==> config.mk <==
export PLATFORM = sky130hd
export DESIGN_NAME = pcm_channel_remap_convert
export DESIGN_NICKNAME = d
export VERILOG_FILES = /design/src/hdl/pcr_pkg.sv /design/src/hdl/pcr_frame_store.sv /design/src/hdl/pcr_job_queue.sv /design/src/hdl/pcr_front.sv /design/src/hdl/pcr_back.sv /design/src/hdl/pcm_channel_remap_convert.sv
export SDC_FILE = /design/constraint.sdc
export NUM_CORES = 1
export LEC_CHECK = 0
export CAP_MARGIN = 20
export CORE_MARGIN = 4
export CORE_UTILIZATION = 64
export DETAILED_ROUTE_END_ITERATION = 10
export DONT_BUFFER_PORTS = 1
export PLACE_DENSITY = 0.87
export SYNTH_ARGS = -nofsm -noshare
export SYNTH_HDL_FRONTEND = slang
export SYNTH_SLANG_ARGS = --single-unit
==> constraint.sdc <==
create_clock -name clk -period 4.69 [get_ports clk]
set_input_delay 0.7035 -clock clk [delete_from_list [all_inputs] [get_ports clk]]
set_output_delay 0.7035 -clock clk [all_outputs]
set_load 0.01 [all_outputs]
==> src/hdl/pcr_pkg.sv <==
package pcr_pkg;

  localparam int MAX_SOURCE_CHANNELS = 8;
  localparam int MAX_SINK_CHANNELS   = 8;

  localparam int CNT_W     = 4;
  localparam int CMP_W     = CNT_W + 1;
  localparam int SRC_IDX_W = (MAX_SOURCE_CHANNELS > 1) ? $clog2(MAX_SOURCE_CHANNELS) : 1;
  localparam int STORE_AW  = SRC_IDX_W + 1;
  localparam int STORE_DEPTH = 2 * (1 << SRC_IDX_W);

  localparam logic [3:0] MUTE_NIBBLE = 4'hf;

  typedef enum logic [2:0] {
    REG_SOURCE_CHANNELS = 3'd0,
    REG_SINK_CHANNELS   = 3'd1,
    REG_CHANNEL_MAP     = 3'd2,
    REG_SOURCE_WIDE     = 3'd3,
    REG_SINK_WIDE       = 3'd4,
    REG_SHIFT_AMOUNT    = 3'd5,
    REG_SHIFT_RIGHT     = 3'd6
  } cfg_idx_t;

  typedef struct packed {
    logic [3:0]  source_channels;
    logic [3:0]  dest_channels;
    logic [31:0] channel_map;
    logic        source_wide;
    logic        sink_wide;
    logic [4:0]  shift_amount;
    logic        shift_right;
  } cfg_t;

  typedef struct packed {
    logic                 en;
    logic                 bank;
    logic [SRC_IDX_W-1:0] addr;
    logic [31:0]          data;
  } store_wr_t;

  typedef struct packed {
    logic valid;
    logic bank;
  } job_evt_t;

  function automatic logic [31:0] sext16(input logic [31:0] v);
    return {{16{v[15]}}, v[15:0]};
  endfunction

  function automatic logic [CNT_W-1:0] clamp_count(input logic [CNT_W-1:0] n,
                                                   input logic [CNT_W-1:0] maxn);
    if (n == '0) return CNT_W'(1);
    return (n > maxn) ? maxn : n;
  endfunction

endpackage

==> src/hdl/pcr_frame_store.sv <==
module pcr_frame_store (
  input  logic                     clk,
  input  pcr_pkg::store_wr_t       wr,
  input  logic [pcr_pkg::STORE_AW-1:0] rd_addr,
  output logic [31:0]              rd_data
);
  import pcr_pkg::*;

  // Two banks: one fills while the other drains.
  logic [31:0] mem [STORE_DEPTH];

  always_ff @(posedge clk) begin
    if (wr.en) begin
      mem[{wr.bank, wr.addr}] <= wr.data;
    end
  end

  assign rd_data = mem[rd_addr];
endmodule

==> src/hdl/pcr_job_queue.sv <==
module pcr_job_queue (
  input  logic              clk,
  input  logic              rst,
  input  pcr_pkg::job_evt_t push,
  input  logic              pop,
  output logic              job_valid,
  output logic              job_bank
);
  import pcr_pkg::*;

  logic       bank_q [2];
  logic       head;
  logic       tail;
  logic [1:0] count;

  always_ff @(posedge clk) begin
    if (rst) begin
      head  <= 1'b0;
      tail  <= 1'b0;
      count <= 2'd0;
    end else begin
      if (push.valid) begin
        bank_q[tail] <= push.bank;
        tail         <= ~tail;
      end
      if (pop) begin
        head <= ~head;
      end
      case ({push.valid, pop})
        2'b10:   count <= count + 2'd1;
        2'b01:   count <= count - 2'd1;
        default: count <= count;
      endcase
    end
  end

  assign job_valid = (count != 2'd0);
  assign job_bank  = bank_q[head];
endmodule

==> src/hdl/pcr_front.sv <==
module pcr_front (
  input  logic               clk,
  input  logic               rst,
  input  pcr_pkg::cfg_t      cfg,
  input  logic               in_valid,
  output logic               in_ready,
  input  logic signed [31:0] in_sample,
  input  pcr_pkg::job_evt_t  pop,
  output pcr_pkg::store_wr_t wr,
  output pcr_pkg::job_evt_t  push
);
  import pcr_pkg::*;

  logic [SRC_IDX_W-1:0] pos;
  logic                 wbank;
  logic [1:0]           busy;
  logic [1:0]           busy_next;
  logic [SRC_IDX_W:0]   pos_inc;
  logic [CNT_W-1:0]     nsrc;
  logic                 accept;
  logic                 close;

  always_comb begin
    nsrc    = clamp_count(cfg.source_channels, CNT_W'(MAX_SOURCE_CHANNELS));
    pos_inc = {1'b0, pos} + (SRC_IDX_W+1)'(1);
    close   = CMP_W'(pos_inc) >= CMP_W'(nsrc);
    // Hold off while the fill bank still belongs to a pending frame.
    in_ready = !busy[wbank];
    accept   = in_valid && in_ready;

    wr.en   = accept;
    wr.bank = wbank;
    wr.addr = pos;
    wr.data = cfg.source_wide ? in_sample : sext16(in_sample);

    push.valid = accept && close;
    push.bank  = wbank;

    busy_next = busy;
    if (push.valid) busy_next[wbank] = 1'b1;
    if (pop.valid)  busy_next[pop.bank] = 1'b0;
  end

  always_ff @(posedge clk) begin
    if (rst) begin
      pos   <= '0;
      wbank <= 1'b0;
      busy  <= 2'b00;
    end else begin
      busy <= busy_next;
      if (accept) begin
        if (close) begin
          pos   <= '0;
          wbank <= ~wbank;
        end else begin
          pos <= pos_inc[SRC_IDX_W-1:0];
        end
      end
    end
  end
endmodule

==> src/hdl/pcr_back.sv <==
module pcr_back (
  input  logic                         clk,
  input  logic                         rst,
  input  pcr_pkg::cfg_t                cfg,
  input  logic                         job_valid,
  input  logic                         job_bank,
  output logic [pcr_pkg::STORE_AW-1:0] rd_addr,
  input  logic [31:0]                  rd_data,
  output pcr_pkg::job_evt_t            pop,
  output logic                         out_valid,
  input  logic                         out_ready,
  output logic signed [31:0]           out_sample,
  output logic [2:0]                   out_channel,
  output logic                         frame_last
);
  import pcr_pkg::*;

  logic [2:0]       k;
  logic [CNT_W-1:0] nsink;
  logic [CNT_W-1:0] nsrc;
  logic [3:0]       nib;
  logic             live;
  logic             last;
  logic             load;
  logic [31:0]      shifted;
  logic [31:0]      value;

  always_comb begin
    nsink   = clamp_count(cfg.dest_channels, CNT_W'(MAX_SINK_CHANNELS));
    nsrc    = clamp_count(cfg.source_channels, CNT_W'(MAX_SOURCE_CHANNELS));
    last    = (CNT_W'(k) + CNT_W'(1)) == nsink;
    nib     = cfg.channel_map[{k, 2'b00} +: 4];
    live    = (nib != MUTE_NIBBLE) && (nib < nsrc);
    rd_addr = {job_bank, nib[SRC_IDX_W-1:0]};
    shifted = cfg.shift_right ? 32'($signed(rd_data) >>> cfg.shift_amount)
                              : (rd_data << cfg.shift_amount);
    value   = live ? (cfg.sink_wide ? shifted : sext16(shifted)) : 32'd0;
    load    = job_valid && (!out_valid || out_ready);
    pop.valid = load && last;
    pop.bank  = job_bank;
  end

  always_ff @(posedge clk) begin
    if (rst) begin
      out_valid <= 1'b0;
      k         <= 3'd0;
    end else if (load) begin
      out_valid <= 1'b1;
      k         <= last ? 3'd0 : k + 3'd1;
    end else if (out_ready) begin
      out_valid <= 1'b0;
    end
  end

  always_ff @(posedge clk) begin
    if (load) begin
      out_sample  <= value;
      out_channel <= k;
      frame_last  <= last;
    end
  end
endmodule

==> src/hdl/pcm_channel_remap_convert.sv <==
// PCM channel remap and format converter.
// Input channel (in_valid/in_ready/in_sample): interleaved source samples,
// one word per handshake; source_channels words make one source frame.
// Output channel (out_valid/out_ready): one word per sink channel, carrying
// out_sample, out_channel and frame_last on the last sink channel.
// Config channel (cfg_valid/cfg_ready/cfg_index/cfg_data): always ready;
// write only while no frame is in flight. Unknown indexes are dropped.
// The first result of a frame passes the job queue and the output register
// after the word that closes the frame is accepted. The input takes one word
// per cycle while in_ready is high; the output gives one word per cycle while
// a frame is queued and out_ready is high, via the single store read port.
// The frame store has two banks: the next frame fills one bank while the
// back end drains the other, so input stalls only when both are pending.
// When the receiver stalls, the output word holds, the back end halts, and
// input continues until both banks are full.
// Reset (rst, synchronous) restores register defaults, empties the job
// queue and restarts frame collection; store contents are left as they are.
module pcm_channel_remap_convert (
  input  logic               clk,
  input  logic               rst,
  input  logic               in_valid,
  output logic               in_ready,
  input  logic signed [31:0] in_sample,
  output logic               out_valid,
  input  logic               out_ready,
  output logic signed [31:0] out_sample,
  output logic [2:0]         out_channel,
  output logic               frame_last,
  input  logic               cfg_valid,
  output logic               cfg_ready,
  input  logic [2:0]         cfg_index,
  input  logic [31:0]        cfg_data
);
  import pcr_pkg::*;

  cfg_t                cfg;
  store_wr_t           wr;
  job_evt_t            push;
  job_evt_t            pop;
  logic                job_valid;
  logic                job_bank;
  logic [STORE_AW-1:0] rd_addr;
  logic [31:0]         rd_data;

  assign cfg_ready = 1'b1;

  // Register file: decode index, keep only the register's width.
  always_ff @(posedge clk) begin
    if (rst) begin
      cfg.source_channels <= 4'd2;
      cfg.dest_channels   <= 4'd2;
      cfg.channel_map     <= 32'h7654_3210;
      cfg.source_wide     <= 1'b0;
      cfg.sink_wide       <= 1'b0;
      cfg.shift_amount    <= 5'd0;
      cfg.shift_right     <= 1'b0;
    end else if (cfg_valid && cfg_ready) begin
      case (cfg_index)
        REG_SOURCE_CHANNELS: cfg.source_channels <= cfg_data[3:0];
        REG_SINK_CHANNELS:   cfg.dest_channels   <= cfg_data[3:0];
        REG_CHANNEL_MAP:     cfg.channel_map     <= cfg_data;
        REG_SOURCE_WIDE:     cfg.source_wide     <= cfg_data[0];
        REG_SINK_WIDE:       cfg.sink_wide       <= cfg_data[0];
        REG_SHIFT_AMOUNT:    cfg.shift_amount    <= cfg_data[4:0];
        REG_SHIFT_RIGHT:     cfg.shift_right     <= cfg_data[0];
        default: ;
      endcase
    end
  end

  // Front: collect samples, close frames, hand banks to the queue.
  pcr_front u_front (
    .clk       (clk),
    .rst       (rst),
    .cfg       (cfg),
    .in_valid  (in_valid),
    .in_ready  (in_ready),
    .in_sample (in_sample),
    .pop       (pop),
    .wr        (wr),
    .push      (push)
  );

  pcr_frame_store u_store (
    .clk     (clk),
    .wr      (wr),
    .rd_addr (rd_addr),
    .rd_data (rd_data)
  );

  // Queue of closed frames, one bank id per entry.
  pcr_job_queue u_queue (
    .clk       (clk),
    .rst       (rst),
    .push      (push),
    .pop       (pop.valid),
    .job_valid (job_valid),
    .job_bank  (job_bank)
  );

  // Back: one sink channel per cycle into the output register while a job is queued and the output is not stalled.
  pcr_back u_back (
    .clk         (clk),
    .rst         (rst),
    .cfg         (cfg),
    .job_valid   (job_valid),
    .job_bank    (job_bank),
    .rd_addr     (rd_addr),
    .rd_data     (rd_data),
    .pop         (pop),
    .out_valid   (out_valid),
    .out_ready   (out_ready),
    .out_sample  (out_sample),
    .out_channel (out_channel),
    .frame_last  (frame_last)
  );
endmodule

==> flow_summary_export.csv <==
group,metric,value,unit
sta,finalCritPeriodShare,99.15,%
synthesis,ys_seq_elements,613,
floorplanning,placementRows,78,
drt,drtIter0Drc,3911,
drt,vias,22431,
drt,wl_per_cell,31.71,um
flow_run,max_cap_viol_count,0,
power_and_ir_drop,report.power.total,20.39,mW
power_and_ir_drop,peakVddDrop,0.4094,mV
floorplanning,ios,111,
floorplanning,start_util,64.63,%
drt,vias_per_cell,7.455,
finish,drive_gt1_share,17.85,%
synthesis,synth_top_area_share,56.31,%
finish,filler_cell_count,2829,
place,numPortBuffers,0,
clock_tree,cts_tree,"yes",
synthesis,yosysMostFrequentCell,"edfxtp_1",
power_and_ir_drop,p_leak,11.35,nW
floorplanning,die_area,49320,sq um
finish,syn_to_final_growth,12.54,%
sta,slew_viol_final,0,
drt,drc_errors,0,
drt,first_pass_iters,6,
critical_path,endpoint_kind,"register",
global_routing,grt_pass1_vias,21804,
clock_tree,clk_path_buf_depth,3,
clock_tree,cts-root-buf,"clkbuf_16",
clock_tree,cts-buffers-inserted,59,
place,place_congestion,0.9926,
run_status,outcome,"finished clean",
sta,setup_viol,0,
finish,final_nets,2449,
global_routing,grt_first_pass_wirelength,139400,um
finish,antenna_cells,0,
critical_path,critPathRequiredTime,5040,ps
global_routing,track_usage,37.14,%
synthesis,synthesis.instances,2307,
drt,drtAntennaViolNets,0,
synthesis,ys_warn_count,0,
synthesis,synth-main-ff-cell,"edfxtp_1",
sta,fin_crit,4650,ps
sta,tns,0,ps
global_routing,antenna_found_initial,2,
sta,fmax,215.1,MHz
global_routing,grt_max_degree,85,
synthesis,mappedNetlistArea,29330,sq um
critical_path,start_kind,"register",
power_and_ir_drop,powerDensity,617.6,nW/um^2
floorplanning,die_w,222.1,um
synthesis,synth_largest_area_cell,"edfxtp_1",
synthesis,syn_area_per_cell,12.71,sq um
min_path,hold_class,"input pin to register",
clock_tree,h-tree-depth,2,
sta,skew,30.90,ps
floorplanning,core_area,45380,sq um
critical_path,arrival,5000,ps
clock_tree,clk_latency,640,ps
synthesis,synthesis.nets,2392,
clock_tree,path_clk_slew,60,ps
critical_path,critical_path_class,"register to register",
synthesis,synthTopCellsByCount,"edfxtp_1 (550), nand2_1 (208), mux2i_1 (164), nor2_1 (148), clkbuf_1 (131)",
drt,drt_wl_total,95420,um
critical_path,crit_fanout,24,
floorplanning,fp.dieH,222.1,um
place,hpwl,58380,um
sta,hold_viol_final,0,
sta,worstMarginPinSlew,1067,ps
clock_tree,cts_sinks,613,
global_routing,overflow,0,
synthesis,async_reset_ff_share,0,%
sta,relSlewSlack,28.69,%
synthesis,yosysUniqueCellTypes,86,
synthesis,yosysSeqAreaShare,60.61,%
synthesis,synth_edf_count,550,
synthesis,synth.area.top_cells,"edfxtp_1 (56%), mux2i_1 (5.6%), dfxtp_1 (4.3%)",
==> stage by stage <==
stage | util (%) | hold WS [ps] | std cells | worst slack, ps | instance area (sq um)
2_1_floorplan | - | 406.4 | 2307 | 503.5 | 29330
3_3_place_gp | 68.10 | 437.1 | 2894 | -31.31 | 30900
3_5_place_dp | 68.10 | 442.4 | 2894 | -149.5 | 30900
4_1_cts | 72.33 | 132.3 | 3000 | 35.50 | 32830
5_1_grt | 72.74 | 138.2 | 3009 | -117.8 | 33010
6_report | 72.74 | 145.6 | 3009 | 40.05 | 33010
==> where the power goes <==
part / internal [mW] / switching, mW
clock network: 2.70 / 2.07
logic: 3.50 / 5.40
registers: 6.50 / 0.226
==> path summary, 6_finish.rpt <==
path	depth (start not counted)	startpoint	slack (ps)	endpoint
setup / recovery	14	u_back.k[0]	40	u_back.out_sample[30]
hold / removal	1	rst	150	cfg[22]
setup reg to reg	14	u_back.k[0]	40	u_back.out_sample[30]
hold reg to reg	2	cfg[24]	450	cfg[24]
==> flip-flops by register name, summed over array words and instances, names as in the netlist, 3 cells and up, named ones only <==
| register | count |
|---|---|
| u_store.mem | 512 |
| cfg | 48 |
| u_back.out_channel | 3 |
| u_back.out_sample | 32 |
| u_back.k | 3 |
| u_front.pos | 3 |
==> repair_timing <==
item | CTS | global route
buffers inserted | 0 | 7
pin swaps | 0 | 4
gates resized for setup | 5 | 19
hold buffers | 0 | 0
cloned | 0 | 1
setup endpoints to repair | 6 | 27
==> worst max-delay path, cell delays in order (launching register included) <==
cell and delay [ps]:
dfxtp_2 420, mux4_2 550, mux2i_4 260, buf_12 240, a31oi_1 150, buf_4 230, a311oi_4 410, o22ai_1 170
a221o_1 420, buf_4 200, mux4_2 450, o21ai_0 160, nor2_1 80, a211oi_1 430, o32ai_1 190
==> routing by layer <==
metal  GRT usage (%)  vias up  share of wire (%)
met5               0        -              0.014
met4           18.99        2                6.6
met3           7.825      442                 12
met2           58.97     2093                 46
met1           49.01    10698                 35
li1                -     9196                  -
==> area by class of cell <==
| class | count | area, sq um | share of cell area [%] |
|---|---|---|---|
| clock buffer | 71 | 1521 | 4.609 |
| clock inverter | 35 | 389.1 | 1.179 |
| inverter | 17 | 63.81 | 0.1933 |
| multi-input combinational | 1483 | 10850 | 32.86 |
| sequential | 613 | 17780 | 53.87 |
| tap | 600 | 750.7 | 2.274 |
| timing repair buffer | 190 | 1653 | 5.007 |
==> kinds of logic after synthesis <==
logic type,count (synthesis),share of synthesized area [%]
other,1,0.01278
DFF,613,60.61
AOI/OAI and AO/OA,533,13.09
xor gates and xnor gates,10,0.2986
muxes,258,11.36
buffers and inverters,211,3.204
and+or+nand+nor,668,10.88
adders and majority gates,13,0.5546
==> cells in the final DEF (no fill, tap or decap), types with 11 or more instances in the layout <==
cell type  count
edfxtp_1     550
nand2_1      208
buf_4        172
mux2i_1      162
nor2_1       136
a211oi_1     104
and3_1        93
nand3_1       86
o21ai_0       77
a21oi_1       69
clkbuf_16     61
dfxtp_1       58
mux4_2        54
o22ai_1       43
mux2_2        35
a221oi_1      31
nor3_1        29
a31oi_1       21
nor4_1        16
nand4_1       15
buf_12        15
clkinv_1      13
nor2_4        13
ha_1          13
and2_1        12
nand3b_1      12
clkbuf_1      12
clkinv_2      12
inv_1         11
Power figures use the tool's default switching activity.
